<file path="src/hw/rtl/icavg_pkg.sv">
// ----------------------------------------------------------------------------
// icavg_pkg
// Widths, register codes and shared types of the interleaved channel averager.
// ----------------------------------------------------------------------------
package icavg_pkg;

  localparam int NUM_CH      = 5;
  localparam int CH_W        = 3;
  localparam int SAMPLE_W    = 12;
  localparam int NARROW_W    = 8;
  localparam int IDX_W       = 13;
  localparam int RING_DEPTH  = 8192;
  localparam int RING_BITS   = $clog2(RING_DEPTH);
  localparam int MAX_AVERAGE = 256;
  localparam int CNT_W       = 9;
  localparam int SUM_W       = 21;
  localparam int AVG_W       = 20;
  localparam int FRAC_BITS   = 8;
  localparam int SHIFT_W     = AVG_W - FRAC_BITS;
  localparam int ITER_W      = $clog2(AVG_W);
  localparam int ADDR_W      = 4;
  localparam int DATA_W      = 32;

  localparam logic [SUM_W-1:0] SUM_MAX = {SUM_W{1'b1}};
  localparam logic [AVG_W-1:0] AVG_MAX = {AVG_W{1'b1}};

  // Register indexes (byte address / 4)
  localparam logic [1:0] REG_CHANNEL_COUNT = 2'd0;
  localparam logic [1:0] REG_AVERAGE_COUNT = 2'd1;
  localparam logic [1:0] REG_WIDE_SAMPLES  = 2'd2;

  // Effective configuration after clamping
  typedef struct packed {
    logic [CH_W-1:0]  nch;
    logic [CNT_W-1:0] divisor;
    logic             wide;
  } cfg_t;

  // Classified sample as it travels from front to back
  typedef struct packed {
    logic [CH_W-1:0]     ch;
    logic [SAMPLE_W-1:0] sample;
    logic                is_final;
  } item_t;

endpackage

</file>
<file path="src/hw/rtl/icavg_front.sv">
// ----------------------------------------------------------------------------
// icavg_front
// Accepts samples, masks narrow samples and resolves the channel number.
// ----------------------------------------------------------------------------
module icavg_front (
  input  logic                          clk,
  input  logic                          rst_n,
  input  icavg_pkg::cfg_t               cfg,
  input  logic                          in_valid,
  output logic                          in_stall,
  input  logic [icavg_pkg::SAMPLE_W-1:0] in_sample_value,
  input  logic [icavg_pkg::IDX_W-1:0]    in_ring_index,
  input  logic                          in_final_sample,
  output logic                          push,
  output icavg_pkg::item_t              push_item,
  input  logic                          q_full
);
  import icavg_pkg::*;

  // 4 = 1 mod 3: fold base-4 digits
  function automatic logic [1:0] mod3(input logic [IDX_W-1:0] v);
    logic [4:0] s;
    logic [2:0] s2;
    logic [2:0] s3;
    s  = 5'(v[1:0]) + 5'(v[3:2]) + 5'(v[5:4]) + 5'(v[7:6]) + 5'(v[9:8])
       + 5'(v[11:10]) + 5'(v[12]);
    s2 = 3'(s[1:0]) + 3'(s[3:2]) + 3'(s[4]);
    s3 = 3'(s2[1:0]) + 3'(s2[2]);
    return (s3 >= 3'd3) ? 2'(s3 - 3'd3) : 2'(s3);
  endfunction

  // 16 = 1 mod 5: fold hex digits
  function automatic logic [2:0] mod5(input logic [IDX_W-1:0] v);
    logic [5:0] s;
    logic [4:0] s2;
    logic [4:0] r;
    s  = 6'(v[3:0]) + 6'(v[7:4]) + 6'(v[11:8]) + 6'(v[12]);
    s2 = 5'(s[3:0]) + 5'(s[5:4]);
    r  = (s2 >= 5'd10) ? (s2 - 5'd10) : s2;
    r  = (r >= 5'd5) ? (r - 5'd5) : r;
    return 3'(r);
  endfunction

  logic                 fv_r, fv_nxt;
  item_t                fitem_r;
  logic                 accept;
  logic [IDX_W-1:0]     pos;
  logic [CH_W-1:0]      ch;
  logic [SAMPLE_W-1:0]  sample;

  assign in_stall  = fv_r & q_full;
  assign accept    = in_valid & ~in_stall;
  assign push      = fv_r & ~q_full;
  assign push_item = fitem_r;

  assign pos    = IDX_W'(in_ring_index[RING_BITS-1:0]);
  assign sample = cfg.wide ? in_sample_value
                           : SAMPLE_W'(in_sample_value[NARROW_W-1:0]);

  always_comb begin
    unique case (cfg.nch)
      3'd1:    ch = '0;
      3'd2:    ch = CH_W'(pos[0]);
      3'd3:    ch = CH_W'(mod3(pos));
      3'd4:    ch = CH_W'(pos[1:0]);
      default: ch = mod5(pos);
    endcase
  end

  always_comb begin
    fv_nxt = fv_r;
    if (accept) begin
      fv_nxt = 1'b1;
    end else if (push) begin
      fv_nxt = 1'b0;
    end
  end

  always_ff @(posedge clk) begin
    if (!rst_n) begin
      fv_r <= 1'b0;
    end else begin
      fv_r <= fv_nxt;
    end
  end

  always_ff @(posedge clk) begin
    if (accept) begin
      fitem_r <= '{ch: ch, sample: sample, is_final: in_final_sample};
    end
  end

endmodule

</file>
<file path="src/hw/rtl/icavg_queue.sv">
// ----------------------------------------------------------------------------
// icavg_queue
// Two-entry queue that decouples classification from accumulation.
// ----------------------------------------------------------------------------
module icavg_queue (
  input  logic             clk,
  input  logic             rst_n,
  input  logic             push,
  input  icavg_pkg::item_t push_item,
  output logic             full,
  input  logic             pop,
  output logic             empty,
  output icavg_pkg::item_t pop_item
);
  import icavg_pkg::*;

  item_t      mem_r [2];
  logic       wr_ptr_r, rd_ptr_r;
  logic [1:0] count_r, count_nxt;

  assign full     = (count_r == 2'd2);
  assign empty    = (count_r == 2'd0);
  assign pop_item = mem_r[rd_ptr_r];

  always_comb begin
    count_nxt = count_r;
    if (push && !pop) begin
      count_nxt = count_r + 2'd1;
    end else if (pop && !push) begin
      count_nxt = count_r - 2'd1;
    end
  end

  always_ff @(posedge clk) begin
    if (!rst_n) begin
      wr_ptr_r <= 1'b0;
      rd_ptr_r <= 1'b0;
      count_r  <= 2'd0;
    end else begin
      if (push) begin
        wr_ptr_r <= ~wr_ptr_r;
      end
      if (pop) begin
        rd_ptr_r <= ~rd_ptr_r;
      end
      count_r <= count_nxt;
    end
  end

  always_ff @(posedge clk) begin
    if (push) begin
      mem_r[wr_ptr_r] <= push_item;
    end
  end

endmodule

</file>
<file path="src/hw/rtl/icavg_back.sv">
// ----------------------------------------------------------------------------
// icavg_back
// Channel sums, and on a final sample one shared restoring divide per channel.
// ----------------------------------------------------------------------------
module icavg_back (
  input  logic                           clk,
  input  logic                           rst_n,
  input  icavg_pkg::cfg_t                cfg,
  input  logic                           q_empty,
  input  icavg_pkg::item_t               pop_item,
  output logic                           pop,
  output logic                           out_valid,
  input  logic                           out_stall,
  output logic [icavg_pkg::CH_W-1:0]     out_channel_number,
  output logic [icavg_pkg::AVG_W-1:0]    out_average_value,
  output logic                           out_overflowed,
  output logic                           out_last_channel
);
  import icavg_pkg::*;

  localparam logic [1:0] ST_ACC  = 2'd0;
  localparam logic [1:0] ST_LOAD = 2'd1;
  localparam logic [1:0] ST_DIV  = 2'd2;
  localparam logic [1:0] ST_OUT  = 2'd3;

  logic [1:0]        state_r, state_nxt;
  logic [SUM_W-1:0]  sums_r [NUM_CH];
  logic [SUM_W-1:0]  sums_nxt [NUM_CH];
  logic [CH_W-1:0]   k_r, k_nxt;
  logic [ITER_W-1:0] iter_r, iter_nxt;
  logic [CNT_W-1:0]  rem_r, rem_nxt;
  logic [AVG_W-1:0]  qr_r, qr_nxt;
  logic              ovf_r, ovf_nxt;
  logic              ov_r, ov_nxt;
  logic [CH_W-1:0]   och_r, och_nxt;
  logic [AVG_W-1:0]  oavg_r, oavg_nxt;
  logic              oovf_r, oovf_nxt;
  logic              olast_r, olast_nxt;

  logic [SUM_W:0]    add;
  logic [SUM_W-1:0]  sel;
  logic [CNT_W-1:0]  trial;
  logic              last_k;

  assign pop    = (state_r == ST_ACC) & ~q_empty;
  assign add    = (SUM_W+1)'(sums_r[pop_item.ch]) + (SUM_W+1)'(pop_item.sample);
  assign sel    = sums_r[k_r];
  assign trial  = {rem_r[CNT_W-2:0], qr_r[AVG_W-1]};
  assign last_k = (k_r == cfg.nch - CH_W'(1));

  assign out_valid          = ov_r;
  assign out_channel_number = och_r;
  assign out_average_value  = oavg_r;
  assign out_overflowed     = oovf_r;
  assign out_last_channel   = olast_r;

  always_comb begin
    state_nxt = state_r;
    sums_nxt  = sums_r;
    k_nxt     = k_r;
    iter_nxt  = iter_r;
    rem_nxt   = rem_r;
    qr_nxt    = qr_r;
    ovf_nxt   = ovf_r;
    ov_nxt    = ov_r;
    och_nxt   = och_r;
    oavg_nxt  = oavg_r;
    oovf_nxt  = oovf_r;
    olast_nxt = olast_r;
    unique case (state_r)
      ST_ACC: begin
        if (pop) begin
          sums_nxt[pop_item.ch] = add[SUM_W] ? SUM_MAX : add[SUM_W-1:0];
          if (pop_item.is_final) begin
            k_nxt     = '0;
            state_nxt = ST_LOAD;
          end
        end
      end
      ST_LOAD: begin
        // Average saturates exactly when sum >= divisor * 2^SHIFT_W
        rem_nxt   = sel[SUM_W-1:SHIFT_W];
        qr_nxt    = {sel[SHIFT_W-1:0], FRAC_BITS'(0)};
        ovf_nxt   = (sel >= {cfg.divisor, SHIFT_W'(0)});
        iter_nxt  = '0;
        state_nxt = ST_DIV;
      end
      ST_DIV: begin
        if (trial >= cfg.divisor) begin
          rem_nxt = trial - cfg.divisor;
          qr_nxt  = {qr_r[AVG_W-2:0], 1'b1};
        end else begin
          rem_nxt = trial;
          qr_nxt  = {qr_r[AVG_W-2:0], 1'b0};
        end
        iter_nxt = iter_r + ITER_W'(1);
        if (iter_r == ITER_W'(AVG_W - 1)) begin
          ov_nxt    = 1'b1;
          och_nxt   = k_r;
          oavg_nxt  = ovf_r ? AVG_MAX : qr_nxt;
          oovf_nxt  = ovf_r;
          olast_nxt = last_k;
          state_nxt = ST_OUT;
        end
      end
      ST_OUT: begin
        if (!out_stall) begin
          ov_nxt = 1'b0;
          if (last_k) begin
            for (int i = 0; i < NUM_CH; i++) begin
              sums_nxt[i] = '0;
            end
            state_nxt = ST_ACC;
          end else begin
            k_nxt     = k_r + CH_W'(1);
            state_nxt = ST_LOAD;
          end
        end
      end
      default: state_nxt = ST_ACC;
    endcase
  end

  always_ff @(posedge clk) begin
    if (!rst_n) begin
      state_r <= ST_ACC;
      ov_r    <= 1'b0;
      k_r     <= '0;
      for (int i = 0; i < NUM_CH; i++) begin
        sums_r[i] <= '0;
      end
    end else begin
      state_r <= state_nxt;
      ov_r    <= ov_nxt;
      k_r     <= k_nxt;
      sums_r  <= sums_nxt;
    end
  end

  always_ff @(posedge clk) begin
    iter_r  <= iter_nxt;
    rem_r   <= rem_nxt;
    qr_r    <= qr_nxt;
    ovf_r   <= ovf_nxt;
    och_r   <= och_nxt;
    oavg_r  <= oavg_nxt;
    oovf_r  <= oovf_nxt;
    olast_r <= olast_nxt;
  end

endmodule

</file>
<file path="src/hw/rtl/interleaved_channel_averager.sv">
// ----------------------------------------------------------------------------
// interleaved_channel_averager
// Per-channel block averages of interleaved converter samples.
// ----------------------------------------------------------------------------
// Outside the drain, samples are accumulated at one per cycle: a front stage
// resolves the channel from the ring index and feeds a two-entry queue, and
// the back stage adds one queued sample per cycle into its channel sum
// (saturating at 21 bits). A sample marked final starts the drain: for each
// used channel the single restoring divider produces one quotient bit per
// cycle, and each result passes through one load, 20 divide steps and one
// output state, where an output stall can hold it. During the drain the
// front keeps taking samples until the queue and front register are full
// (three samples), then stalls. Configuration goes through the APB port at
// byte addresses 0, 4 and 8 and is read back as written.
// ----------------------------------------------------------------------------
module interleaved_channel_averager (
  input  logic                            clk,
  input  logic                            rst_n,
  input  logic                            psel,
  input  logic                            penable,
  input  logic                            pwrite,
  input  logic [icavg_pkg::ADDR_W-1:0]    paddr,
  input  logic [icavg_pkg::DATA_W-1:0]    pwdata,
  output logic [icavg_pkg::DATA_W-1:0]    prdata,
  output logic                            pready,
  input  logic                            in_valid,
  output logic                            in_stall,
  input  logic [icavg_pkg::SAMPLE_W-1:0]  in_sample_value,
  input  logic [icavg_pkg::IDX_W-1:0]     in_ring_index,
  input  logic                            in_final_sample,
  output logic                            out_valid,
  input  logic                            out_stall,
  output logic [icavg_pkg::CH_W-1:0]      out_channel_number,
  output logic [icavg_pkg::AVG_W-1:0]     out_average_value,
  output logic                            out_overflowed,
  output logic                            out_last_channel
);
  import icavg_pkg::*;

  logic [CH_W-1:0]  chan_cnt_r;
  logic [CNT_W-1:0] avg_cnt_r;
  logic             wide_r;
  logic             wr_en;
  cfg_t             cfg;
  logic             push, q_full, pop, q_empty;
  item_t            push_item, pop_item;

  assign pready = 1'b1;
  assign wr_en  = psel & penable & pwrite & pready;

  always_ff @(posedge clk) begin
    if (!rst_n) begin
      chan_cnt_r <= CH_W'(1);
      avg_cnt_r  <= CNT_W'(1);
      wide_r     <= 1'b1;
    end else if (wr_en) begin
      unique case (paddr[3:2])
        REG_CHANNEL_COUNT: chan_cnt_r <= pwdata[CH_W-1:0];
        REG_AVERAGE_COUNT: avg_cnt_r  <= pwdata[CNT_W-1:0];
        REG_WIDE_SAMPLES:  wide_r     <= pwdata[0];
        default: ;
      endcase
    end
  end

  always_comb begin
    unique case (paddr[3:2])
      REG_CHANNEL_COUNT: prdata = DATA_W'(chan_cnt_r);
      REG_AVERAGE_COUNT: prdata = DATA_W'(avg_cnt_r);
      REG_WIDE_SAMPLES:  prdata = DATA_W'(wide_r);
      default:           prdata = '0;
    endcase
  end

  // Clamp counts into their legal ranges
  always_comb begin
    if (chan_cnt_r == '0) begin
      cfg.nch = CH_W'(1);
    end else if (chan_cnt_r > CH_W'(NUM_CH)) begin
      cfg.nch = CH_W'(NUM_CH);
    end else begin
      cfg.nch = chan_cnt_r;
    end
    if (avg_cnt_r == '0) begin
      cfg.divisor = CNT_W'(1);
    end else if (avg_cnt_r > CNT_W'(MAX_AVERAGE)) begin
      cfg.divisor = CNT_W'(MAX_AVERAGE);
    end else begin
      cfg.divisor = avg_cnt_r;
    end
    cfg.wide = wide_r;
  end

  icavg_front u_front (
    .clk             (clk),
    .rst_n           (rst_n),
    .cfg             (cfg),
    .in_valid        (in_valid),
    .in_stall        (in_stall),
    .in_sample_value (in_sample_value),
    .in_ring_index   (in_ring_index),
    .in_final_sample (in_final_sample),
    .push            (push),
    .push_item       (push_item),
    .q_full          (q_full)
  );

  icavg_queue u_queue (
    .clk       (clk),
    .rst_n     (rst_n),
    .push      (push),
    .push_item (push_item),
    .full      (q_full),
    .pop       (pop),
    .empty     (q_empty),
    .pop_item  (pop_item)
  );

  icavg_back u_back (
    .clk                (clk),
    .rst_n              (rst_n),
    .cfg                (cfg),
    .q_empty            (q_empty),
    .pop_item           (pop_item),
    .pop                (pop),
    .out_valid          (out_valid),
    .out_stall          (out_stall),
    .out_channel_number (out_channel_number),
    .out_average_value  (out_average_value),
    .out_overflowed     (out_overflowed),
    .out_last_channel   (out_last_channel)
  );

endmodule

</file>
<file path="config.mk">
export PLATFORM = sky130hd
export DESIGN_NAME = interleaved_channel_averager
export DESIGN_NICKNAME = d
export VERILOG_FILES = /design/src/hw/rtl/icavg_pkg.sv /design/src/hw/rtl/icavg_front.sv /design/src/hw/rtl/icavg_queue.sv /design/src/hw/rtl/icavg_back.sv /design/src/hw/rtl/interleaved_channel_averager.sv
export SDC_FILE = /design/constraint.sdc
export NUM_CORES = 1
export LEC_CHECK = 0
export BUFFER_PORTS_ARGS = -buffer_cell sky130_fd_sc_hd__buf_4
export CORE_MARGIN = 2
export CORE_UTILIZATION = 45
export CTS_CLUSTER_SIZE = 10
export DETAILED_ROUTE_END_ITERATION = 8
export HOLD_SLACK_MARGIN = 0.05
export SKIP_LAST_GASP = 1
export SLEW_MARGIN = 20
export SYNTH_ARGS = -nofsm -noshare
export SYNTH_HDL_FRONTEND = slang
export SYNTH_HIERARCHICAL = 1
export SYNTH_SLANG_ARGS = --single-unit
</file>
<file path="constraint.sdc">
create_clock -name clk -period 5.2 [get_ports clk]
set_input_delay 0 -clock clk [delete_from_list [all_inputs] [get_ports clk]]
set_output_delay 0 -clock clk [all_outputs]
set_load 0.05 [all_outputs]
</file>
Yosys cells after proc, flatten, opt, wreduce, memory -nomap -nowiden
Memory sizes are Yosys's and may differ from the RTL's. A register that Yosys moved wholly into a read port is not among the register bits. Cells that the tools add are included.

Magnitude comparators: 10. $add $sub $neg: 23. Multiplexer cells: 50. Bitwise operators: 13. Reduce and logical (&&, ||, !) cells: 23. Equal/unequal tests: 18.

Operators by type and width (number): 2-to-1 mux 105 bit (3); case mux 105 bit (2 select lines) (1); binary-select mux 21 bit (select 3 bit) (2); 2-to-1 mux 21 bit (6); bitwise mux 105 bit (1); demux 21 bit (select 3 bit) (1); case mux 20 bit (2 select lines) (1); case mux 9 bit (3 select lines) (1); adder 21 x 12 -> 22 bit (1); >= comparator 21 bit (1); 2-to-1 mux 3 bit (7); adder 5 x 2 -> 5 bit (4); 2-to-1 mux 9 bit (2); case mux 8 bit (2 select lines) (1); 2-to-1 mux 2 bit (7); case mux 3 bit (4 select lines) (1); 2-to-1 mux 1 bit (10); case mux 5 bit (2 select lines) (1); nonzero test 2 bit (5); >= comparator 9 bit (1); greater-than comparator 9 bit (second input constant) (1); zero test 9 bit (1); == test 2 bit (second input constant) (4); >= comparator 4 bit (second input constant) (2); 46 further kinds (72).

Memories: 1. Bits of input ports: 69. Flip-flop bits (word level): 204. Memory bits (writable): 32. Logic and storage cells: 165. Output and inout port bits: 60.

Memory list: u_queue.mem_r (depth 2, bits a word 16, read ports 1, clocked after memory_dff 1, wr ports 1, RTL line icavg_queue.sv:17) `item_t mem_r [2];`.

Logic depth before layout (Yosys ltp)
Gate-level depths: netlist of the first run.

Word-level depth: 12. Gate-level depth with buffers: 21. Mapped depth without buffers: 19.

By module
Netlist of the first run, hierarchy kept.

Modules (own cells, without submodules): icavg_back (cells each 912, times used 1, seq. area each 3993.8 µm², area each 9257.6 µm²); icavg_front (cells each 160, times used 1, seq. area each 500.5 µm², area each 1714.1 µm²); icavg_queue (cells each 72, times used 1, seq. area each 1061.0 µm², area each 1372.6 µm²); interleaved_channel_averager (cells each 115, times used 1, seq. area each 260.2 µm², area each 914.6 µm²).

Worst setup path before layout of the first run
OpenSTA, ideal clock, no wires.

Path kind: input-to-reg. Start point: input port in_ring_index[0] (netlist bit). End point: register u_front.fitem_r (netlist bit u_front/push_item[13]) (data pin). Stages on the path: 18. Setup slack: 785 ps. Data required time: 4946 ps. Buffers on the path: 0. Arrival: 4160 ps. Setup time: 254 ps. Path through: fa_1 -> inv_1 -> fa_1 -> fa_1 -> fa_1 -> inv_1 -> fa_1 -> a21o_1 -> nand2_1 -> fa_1 -> inv_1 -> fa_1 -> ha_1 -> fa_1 -> xnor2_1 -> a22oi_1 -> o22a_1 -> o21a_1.

Word-level cells in the longest chain between the ends: 12. Elaborated cells between the ends (all ways): 23. Classes of those cells: 16 x add/sub; 3 x order compare; 4 x mux.

Ends and longest elaborated chain: start: declaration (RTL line interleaved_channel_averager.sv:29) `input logic [icavg_pkg::IDX_W-1:0] in_ring_index,`; adder 2 x 2 -> 3 bit (RTL line icavg_front.sv:25) `s = 5'(v[1:0]) + 5'(v[3:2]) + 5'(v[5:4]) + 5'(v[7:6]) + 5'(v[9:8])`; adder 5 x 2 -> 5 bit (3 in series) (RTL line icavg_front.sv:25); adder 5 x 2 -> 5 bit (RTL line icavg_front.sv:26) `+ 5'(v[11:10]) + 5'(v[12]);`; adder 5 x 1 -> 5 bit (RTL line icavg_front.sv:26); adder 2 x 2 -> 3 bit (RTL line icavg_front.sv:27) `s2 = 3'(s[1:0]) + 3'(s[3:2]) + 3'(s[4]);`; adder 3 x 1 -> 3 bit (RTL line icavg_front.sv:27); adder 2 x 1 -> 3 bit (RTL line icavg_front.sv:28) `s3 = 3'(s2[1:0]) + 3'(s2[2]);`; >= comparator 3 x 2 -> 1 bit / subtractor 2 bit (equally long branches) (RTL line icavg_front.sv:29) `return (s3 >= 3'd3) ? 2'(s3 - 3'd3) : 2'(s3);`; 2-to-1 mux 2 bit (RTL line icavg_front.sv:29); case mux 3 bit (4 select lines) (*) (RTL line icavg_front.sv:61) `unique case (cfg.nch)`; via u_front.ch[0] (RTL line icavg_front.sv:48) `logic [CH_W-1:0] ch;`; end signal: assignment (RTL line icavg_front.sv:89) `fitem_r <= '{ch: ch, sample: sample, is_final: in_final_sample};`; end: declaration (RTL line icavg_front.sv:45) `item_t fitem_r;`.

Mark *: on every way through the listed nets, which the timed path passes. The rest lies on a longest branch. A chain may end at the register's enable or synchronous reset.

==> impl_metrics.py, run 1 <==
metrics = {
    "status": {
        "status": "finished, final reports clean",
    },
    "cts": {
        "cts_buffer_depth": 3,
        "numCtsBuffers": 28,
        "worstSkewPairLatency_ns": 0.54,
        "cts_resized": 0,
        "ctsHtreeMaxLevel": 1,
        "cts_root_buffer": "clkbuf_16",
        "path_clk_slew_ns": 0.06,
        "cts.sink_count": 237,
        "tritoncts": "done",
    },
    "logic_synthesis": {
        "synth_edf_count": 107,
        "syn-mean-instance-area_sq_um": 10.5,
        "synth_area_sq_um": 13300,
        "synth_cell_types": 83,
        "syn-instance-count": 1259,
        "ys_seq_area_frac": 0.439,
        "synth-seq-cells": 237,
        "synthArstFlopShare": 0,
        "synthFlopType": "dfxtp_1",
        "yosys_warnings": 6,
    },
    "sta": {
        "hold_viol": 0,
        "drv_slew": 0,
        "setup_viol": 0,
        "tns_ns": 0,
        "tightest_slew_ns": 1.21,
        "slew-limit-headroom": 0.191,
        "rsz0062_at_grt": "no",
        "skew_ns": 0.0124,
        "layout_setup_ws_ns": 0.495,
        "final.period_utilization": 0.905,
        "fmax_ghz": 0.213,
        "finalCriticalPeriod_ns": 4.70,
    },
    "finish": {
        "layout-drive-gt1-share": 0.173,
        "fill_cells": 2590,
        "multi_input_area_sq_um": 6830,
        "antenna_cells": 0,
        "syn_to_final_growth_pct": 16.9,
        "fin_nets": 1520,
        "fin_cells": 1781,
        "final_common_cell": "dfxtp_1",
        "final_cell_mix": "dfxtp_1, buf_4, edfxtp_1",
        "finalCoreUtilization": 0.537,
        "seq_area_sq_um": 5820,
    },
    "power": {
        "power_per_cell_area_nw_per_um2": 439,
        "power_mw": 6.81,
        "cellLeakagePower_nw": 5.85,
        "ir_drop_uv": 323,
    },
    "grt": {
        "grt_first_pass_wirelength_um": 53800,
        "grt_antenna_before_repair": 0,
        "grt_max_degree": 42,
        "grt-ovfl-total": 0,
        "grt_pass1_vias": 9859,
        "grt_usage": 0.219,
    },
    "placed_design": {
        "portBuffers": 79,
        "dp_cells": 1685,
        "post-place-ws_ns": 0.446,
        "gp_congestion": 0.852,
        "dpl.hpwl_um": 23200,
    },
    "floorplan": {
        "start_util": 0.459,
        "die_area_sq_um": 30900,
        "rows": 62,
        "die_h_um": 176,
        "top_level_ports": 129,
        "die_w_um": 176,
        "core_sq_um": 28900,
    },
    "route": {
        "drc_errors": 0,
        "wl_met2_um": 15200,
        "drtIter0Drc": 741,
        "vias_per_cell": 5.62,
        "wl_met1_um": 15200,
        "wl_met3_um": 2310,
        "ant_nets": 0,
        "wl_per_cell_um": 18.8,
        "vias": 10016,
        "dr.pass1.iters": 5,
        "wl_um": 33500,
        "top_layer_used": "met4",
    },
    "worst_setup_path": {
        "cp_max_fo": 13,
        "critPathKind": "reg2reg",
        "required_ns": 5.58,
        "cp-end-kind": "flop",
        "start_kind": "flop",
        "arrival_ns": 5.09,
        "r2r_cells": 14,
    },
    "worst_hold_path": {
        "holdCritPathClass": "in2reg",
        "whs_path_depth": 5,
    },
    "run": {
        "cap_violations": 0,
    },
}
[layout make-up]
type                       instances  share of cell area
clock buffer                      47              0.0545
timing repair buffer             157              0.0840
sequential                       237               0.375
tap                              384              0.0310
inverter                          60              0.0145
multi-input combinational        896               0.441
[synthesized netlist by cell type, drive strengths merged (5+ instances only)]
| master | number | area [sq um] |
|---|---|---|
| mux2 | 35 | 402 |
| a211oi | 6 | 50.1 |
| fa | 19 | 380 |
| ha | 52 | 651 |
| dfxtp | 130 | 2600 |
| or3 | 7 | 43.8 |
| nor3 | 27 | 150 |
| o2bb2ai | 58 | 514 |
| a21oi | 57 | 285 |
| a311oi | 12 | 105 |
| a22o | 17 | 149 |
| buf | 46 | 345 |
| inv | 58 | 218 |
| nor2b | 28 | 183 |
| nor2 | 90 | 343 |
| o21a | 15 | 113 |
| nand3 | 14 | 70.1 |
| nand3b | 9 | 67.6 |
| edfxtp | 107 | 3210 |
| xor2 | 13 | 114 |
| o22a | 5 | 43.8 |
| clkbuf | 42 | 159 |
| mux2i | 51 | 514 |
| a22oi | 20 | 150 |
| o21ai | 64 | 320 |
| a32o | 8 | 80.1 |
| nor4 | 8 | 56.3 |
| nand2 | 85 | 319 |
| o211ai | 7 | 52.6 |
| a21o | 8 | 60.1 |
| o22ai | 11 | 93.8 |
| a31oi | 5 | 31.3 |
| nand2b | 11 | 68.8 |
| or2 | 19 | 119 |
| xnor2 | 22 | 193 |
| and2 | 24 | 153 |
| mux4 | 18 | 405 |
[where the power goes]
part / total [mW] / leakage [nW] / internal (mW) / switching, mW
sequential: 2.43 / 2.05 / 2.28 / 0.151
combinational: 2.58 / 3.40 / 1.05 / 1.53
clock: 1.80 / 0.408 / 1.09 / 0.717
total: 6.81 / 5.85 / 4.42 / 2.39
[worst max-delay path, cell delays in order (launching register included)]
cell and delay (ns):
dfxtp_1 0.40, buf_4 0.24, mux2_2 0.49, inv_1 0.27
nor3_1 0.12, buf_4 0.21, a22o_1 0.31, ha_1 0.36
nor2b_1 0.17, o2111ai_1 0.18, nand3b_1 0.19, a311oi_1 0.78
o21ai_0 0.17, a21oi_1 0.47, o21ai_0 0.17
[per-stage QoR]
stage               cell area, sq um  hold WS, ns
floorplan                      13300       0.0989
global placement               14200        0.179
detailed placement             14200        0.179
CTS                            15500        0.110
global route                   15500        0.181
finish                         15500        0.157
[state kept, by name, indices dropped and copies added (netlist names), 5 cells and up, named ones only]
name and cells:
u_back/qr_r 20, u_back/sums_r 105, u_back/rem_r 8, u_front/push_item 16
avg_cnt_r 9, u_queue/mem_r 32, u_back/iter_r 5, u_back/out_average_value 20
[final timing paths]
check	from	to	slack [ns]
worst min register to register	u_front/push_item[2]	u_queue/mem_r[0][2]	0.44
worst max-delay path	flop	u_back/sums_r[35]	0.50
worst max register to register	flop	u_back/sums_r[35]	0.50
worst min-delay path	in_ring_index[0]	u_front/push_item[13]	0.16
[kinds of logic (layout without fill, tap and decap cells)]
logic type / count (synthesis) / after routing / share of synthesized area
muxes: 104 / 104 / 0.0997
adders and majority gates: 71 / 71 / 0.0778
other: 2 / 24 / 0.000566
xor gates and xnor gates: 36 / 36 / 0.0248
buffers and inverters: 148 / 264 / 0.0550
and+or+nand+nor: 341 / 341 / 0.130
AOI/OAI and AO/OA: 320 / 320 / 0.173
DFF: 237 / 237 / 0.439
[metal layers]
layer / vias up / GRT usage
met4: 0 / 0.0620
li1: 4838 / -
met5: - / 0
met1: 4811 / 0.307
met3: 56 / 0.0398
met2: 311 / 0.348
[what timing repair did]
action / in CTS / in global routing
hold buffers: 49 / 0
hold endpoints to repair: 42 / 0
setup buffers: 0 / 0
Note: power is estimated with default switching activity, not from simulation.
==> run 2, diff against run 1 <==
- clock period: 5.2 -> 4.7 ns (I/O delays scaled with it)
==> run 2 against run 1 <==
Compared with the run above:
- global-route usage down 0.058 points
- highest routed layer unchanged
- final cell count increased by 1.2%
- clock power is 4% higher
- routed wire length is 1.1% higher
- count of clock-buffer cells in the layout down 2
- sequential cell count is the same
- die area did not move
- hold slack lost 0.044 ns
- non-clock buffer count is 23 higher
==> impl_metrics.py, run 2 (synthesis gave the netlist of run 1 again) <==
metrics = {
    "sta": {
        "skew_ns": 0.0204,
        "final.period_utilization": 0.961,
        "setup_viol": 0,
        "rsz0062_at_grt": "yes",
        "tightest_slew_ns": 1.18,
        "slew-limit-headroom": 0.213,
        "fmax_ghz": 0.221,
        "finalCriticalPeriod_ns": 4.52,
        "hold_viol": 0,
        "drv_slew": 0,
    },
    "grt": {
        "grt_pass1_vias": 9851,
        "grt_max_degree": 42,
        "grt_antenna_before_repair": 1,
        "grt_usage": 0.218,
        "grt_first_pass_wirelength_um": 53600,
        "grt-ovfl-total": 0,
    },
    "finish": {
        "fill_cells": 2609,
        "largest_reg_flops": 105,
        "fin_nets": 1542,
        "layout-drive-gt1-share": 0.185,
        "antenna_cells": 0,
        "finalCoreUtilization": 0.540,
        "top_register": "u_back/sums_r",
        "syn_to_final_growth_pct": 17.5,
        "final_cell_mix": "buf_4, dfxtp_1, edfxtp_1",
        "final_common_cell": "buf_4",
        "top_regs": "u_back/sums_r: 105 flops, u_queue/mem_r: 32 flops",
    },
    "route": {
        "wl_per_cell_um": 18.8,
        "top_layer_used": "met4",
        "vias": 10076,
        "drc_errors": 0,
        "drtIter0Drc": 568,
        "dr.pass1.iters": 4,
        "wl_um": 33800,
        "wl_met3_um": 1960,
        "ant_nets": 0,
        "vias_per_cell": 5.59,
        "wl_met1_um": 15400,
        "wl_met2_um": 15600,
    },
    "cts": {
        "numCtsBuffers": 27,
        "path_clk_slew_ns": 0.06,
        "postCtsSetupRepairBufs": 0,
        "cts.sink_count": 237,
        "ctsHtreeMaxLevel": 1,
        "tritoncts": "done",
        "cts_buffer_depth": 3,
        "worstSkewPairLatency_ns": 0.54,
        "cts_root_buffer": "clkbuf_16",
    },
    "worst_setup_path": {
        "arrival_ns": 4.80,
        "critPathMostFrequentCell": "fa_1",
        "required_ns": 4.99,
        "cp.depth": 18,
        "critPathTopFamily": "adder cells",
        "rr_endpoint": "u_back/sums_r[35]",
        "crit_path_end": "u_front/push_item[14]",
        "rrSetupSlack_ns": 0.33,
        "r2r_cells": 14,
        "cp_max_fo": 3,
        "cp.buffers_inverters": 3,
        "cp-end-kind": "flop",
        "crit_path_start": "in_ring_index[1]",
        "cp_slowest_cell": "fa_1",
        "start_kind": "primary input",
        "crit_path_cell_trace": "dlygate4sd3_1, buf_4, fa_1, fa_1, fa_1, fa_2, a21o_1, nand2_1, fa_1, inv_1, fa_1, ha_1, fa_2, mux2i_1, nor2_1, nor3_1, a31oi_1, o311a_1",
        "critPathKind": "in2reg",
        "critPathMaxStageDelay_ns": 0.56,
    },
    "floorplan": {
        "rows": 62,
        "top_level_ports": 129,
        "start_util": 0.459,
        "core_sq_um": 28900,
        "die_h_um": 176,
        "die_w_um": 176,
        "die_area_sq_um": 30900,
    },
    "worst_hold_path": {
        "holdCritPathClass": "in2reg",
    },
    "power": {
        "power_mw": 7.56,
        "cellLeakagePower_nw": 5.92,
        "ir_drop_uv": 418,
        "power_per_cell_area_nw_per_um2": 486,
    },
    "status": {
        "status": "finished, final reports clean",
    },
    "run": {
        "cap_violations": 0,
    },
    "placed_design": {
        "gp_congestion": 0.859,
        "dpl.hpwl_um": 23900,
        "portBuffers": 79,
    },
}
==> run 2: changes by cell type in the layout (fill, tap and decap cells not counted), moves of 2 or more <==
cell,change
buf_4,+25
clkbuf_1,+4
clkbuf_16,-3
clkbuf_8,-3
dlygate4sd3_1,-2
fa_1,-2
fa_2,+2
==> run 2: metrics by stage <==
| step | instance area (sq um) | hold slack (ns) | setup slack, ns | setup TNS (ns) | instances |
|---|---|---|---|---|---|
| finish | 15600 | 0.114 | 0.183 | 0 | 1803 |
| global route | 15600 | 0.131 | -0.0293 | -0.0293 | 1803 |
| CTS | 15600 | 0.0851 | 0.0804 | 0 | 1803 |
| detailed placement | 14300 | 0.179 | -0.0150 | -0.0250 | 1710 |
| global placement | 14300 | 0.178 | 0.0339 | 0 | 1710 |
| floorplan | 13300 | 0.0989 | 0.285 | 0 | 1281 |
==> run 2: worst min path at each step <==
stage,startpoint,depth (start not counted),endpoint
finish,pwrite,5,avg_cnt_r[1]
global route,pwrite,5,avg_cnt_r[1]
CTS,pwrite,5,avg_cnt_r[1]
detailed placement,in_sample_value[1],1,u_front/push_item[2]
global placement,in_sample_value[3],1,u_front/push_item[4]
floorplan,in_final_sample,0,u_front/push_item[0]
==> run 2: repair_timing <==
item                                    in CTS  in global routing
resized for setup                            0                  3
hold buffers                                47                  0
endpoints found under the setup margin       0                  7
hold endpoints to repair                    40                  0
==> run 2: where the power goes <==
group	internal [mW]	switching, mW
registers	2.51	0.166
logic	1.27	1.75
clock network	1.06	0.802
total	4.84	2.72
==> run 2: cell type report <==
type | instances | area [sq um] | share of cell area
multi-input cells | 896 | 6830 | 0.439
flip-flops and latches | 237 | 5820 | 0.373
repair buffers | 180 | 1470 | 0.0943
clock buffers | 45 | 743 | 0.0477
well taps | 384 | 480 | 0.0308
inverters | 60 | 225 | 0.0145
clock inverters | 1 | 8.76 | 0.000562
==> run 2: layer usage <==
metal,global-route usage,vias to the layer above
met2,0.357,272
li1,-,4869
met5,0,-
met3,0.0320,58
met1,0.305,4877
met4,0.0561,0
==> run 2: worst register-to-register path: cells and delay by family, from the launching register on <==
| family | cells | cell delay, ns |
|---|---|---|
| flip-flops | 1 | 0.33 |
| multiplexers | 1 | 0.60 |
| AO/OA/AOI/OAI | 6 | 1.68 |
| buffers and inverters | 3 | 0.63 |
| AND/OR/NAND/NOR | 3 | 0.65 |
| adder cells (fa/ha/maj) | 1 | 0.34 |
==> run 3, diff against run 2 <==
- CORE_UTILIZATION: 45 -> 60
- CTS_CLUSTER_SIZE: 10 -> 30
- PLACE_DENSITY: default -> 0.81
- clock period: 4.7 -> 5.2 ns (I/O delays scaled with it)
==> run 3 against run 2 <==
Compared with the run above:
- count of clock-buffer cells in the layout is 18 lower
- critical path depth is 1 lower
- die area is 24% lower
- hold slack worse by 0.0052 ns
- routed wire length is 1.4% lower
- first-iteration DRC count is 61% higher
- sequential share of layout area is 0.36 points higher
- setup slack better by 0.38 ns
- cell area is 0.96% lower
- global-route usage is 6.2 points higher
- highest routed layer unchanged
==> impl_metrics.py, run 3 (synthesis gave the netlist of run 1 again) <==
metrics = {
    "status": {
        "status": "finished, final reports clean",
    },
    "route": {
        "wl_um": 33400,
        "vias": 10424,
        "vias_per_cell": 6.22,
        "ant_nets": 0,
        "wl_per_cell_um": 19.9,
        "drc_errors": 0,
        "drtIter0Drc": 914,
        "dr.pass1.iters": 5,
    },
    "worst_setup_path": {
        "cp_slowest_cell": "fa_1",
        "rr_endpoint": "u_back/sums_r[16]",
        "arrival_ns": 4.91,
        "start_kind": "primary input",
        "crit_path_cell_trace": "dlygate4sd3_1, buf_4, fa_1, fa_1, fa_1, fa_1, xnor2_1, fa_1, inv_1, fa_1, ha_1, fa_1, mux2i_1, nor2_1, nor3_1, a31oi_1, o311a_1",
        "critPathKind": "in2reg",
        "cp-end-kind": "flop",
        "critPathMaxStageDelay_ns": 0.56,
        "crit_path_start": "in_ring_index[1]",
        "required_ns": 5.48,
        "crit_path_end": "u_front/push_item[14]",
        "cp_max_fo": 3,
        "critPathMostFrequentCell": "fa_1",
        "rrSetupSlack_ns": 0.73,
        "r2r_cells": 14,
    },
    "sta": {
        "tns_ns": 0,
        "drv_slew": 0,
        "fmax_ghz": 0.216,
        "rsz0062_at_grt": "no",
        "skew_ns": 0.0169,
        "whs_ns": 0.108,
        "setup_viol": 0,
        "finalCriticalPeriod_ns": 4.63,
        "hold_viol": 0,
        "final.period_utilization": 0.891,
        "slew-limit-headroom": 0.258,
        "tightest_slew_ns": 1.11,
    },
    "finish": {
        "layout-drive-gt1-share": 0.183,
        "postLayoutCellArea_sq_um": 15400,
        "top_regs": "u_back/sums_r: 105 flops, u_queue/mem_r: 32 flops",
        "top_register": "u_back/sums_r",
        "syn_to_final_growth_pct": 16.3,
        "fin_nets": 1518,
        "antenna_cells": 0,
        "final_cell_mix": "dfxtp_1, buf_4, edfxtp_1",
        "final_common_cell": "dfxtp_1",
        "fin_cells": 1677,
        "largest_reg_flops": 105,
    },
    "cts": {
        "cts.sink_count": 237,
        "ctsHtreeMaxLevel": 1,
        "cts_hold_buf": 47,
        "tritoncts": "done",
        "cts_resized": 0,
        "path_clk_slew_ns": 0.06,
        "worstSkewPairLatency_ns": 0.53,
        "numCtsBuffers": 25,
        "cts_buffer_depth": 3,
        "cts_root_buffer": "clkbuf_16",
        "postCtsSetupRepairBufs": 0,
    },
    "power": {
        "cellLeakagePower_nw": 5.91,
        "ir_drop_uv": 379,
        "power_mw": 6.98,
        "power_frac_seq": 0.349,
        "switchingPower_mw": 2.44,
        "power_per_cell_area_nw_per_um2": 453,
        "p_int_mw": 4.54,
        "switching_share": 0.350,
        "clkPwrFrac": 0.281,
        "comb_power_share": 0.370,
    },
    "placed_design": {
        "dpl.hpwl_um": 22500,
        "portBuffers": 79,
        "placed_area_sq_um": 14000,
        "gp_congestion": 0.949,
        "dp_cells": 1584,
    },
    "floorplan": {
        "die_w_um": 153,
        "die_h_um": 153,
        "top_level_ports": 129,
        "rows": 54,
        "die_area_sq_um": 23300,
        "start_util": 0.609,
        "core_sq_um": 21800,
    },
    "grt": {
        "grt_antenna_before_repair": 1,
        "grt_first_pass_wirelength_um": 53300,
        "grt_max_degree": 42,
        "grt-ovfl-total": 0,
        "grt_pass1_vias": 10365,
        "grt_usage": 0.280,
    },
    "worst_hold_path": {
        "holdCritPathClass": "in2reg",
        "whs_path_depth": 4,
    },
    "run": {
        "cap_violations": 0,
    },
}
## run 3: cell count changes in the layout (fill, tap and decap cells not counted), sizes merged
cell | before | now
buf | 133 | 111
bufinv | 0 | 6
clkbuf | 45 | 27
clkinv | 2 | 8
clkinvlp | 0 | 2
inv | 59 | 63
## run 3: worst max-delay path, delay by kind of cell
kind | cells | cell delay [ns]
adders and majority gates | 8 | 3.39
xor gates and xnor gates | 1 | 0.23
AOI/OAI and AO/OA | 2 | 0.19
buffers and inverters | 3 | 0.75
muxes | 1 | 0.15
and+or+nand+nor | 2 | 0.19
## run 3: power groups by stage
stage / combinational [mW] / sequential, mW / clock [mW]
3_3_place_gp: 2.41 / 2.45 / 0
2_1_floorplan: 1.98 / 2.41 / 0
4_1_cts: 2.55 / 2.43 / 1.99
3_5_place_dp: 2.50 / 2.47 / 0
5_1_grt: 2.84 / 2.46 / 2.06
6_report: 2.59 / 2.44 / 1.96
## run 3: routing by layer
metal	part of all wire	vias up	global-route usage	routed length (um)
met3	0.075	92	0.0421	2500
met2	0.49	444	0.487	16500
met4	0.030	0	0.0895	985
met1	0.40	5047	0.362	13400
met5	0	-	0	0
li1	-	4841	-	-
## run 3: how the worst min path moves through the flow
| stage | startpoint | endpoint |
|---|---|---|
| global placement | in_sample_value[2] | u_front/push_item[3] |
| CTS | pwrite | chan_cnt_r[1] |
| detailed placement | in_final_sample | u_front/push_item[0] |
| global route | pwrite | chan_cnt_r[1] |
| floorplan | in_final_sample | u_front/push_item[0] |
| finish | pwrite | chan_cnt_r[1] |
## run 3: final cells by class
class	instances	area (sq um)
clock buffers	27	643
clock inverters	19	269
fillers	1509	6330
inverters	60	225
multi-input cells	896	6820
flip-flops and latches	237	5820
well taps	280	350
repair buffers	158	1300
## run 3: metrics by stage
step / util / worst slack [ns]
finish: 0.709 / 0.568
global route: 0.709 / 0.393
CTS: 0.709 / 0.559
detailed placement: 0.645 / 0.441
global placement: 0.645 / 0.511
floorplan: - / 0.785
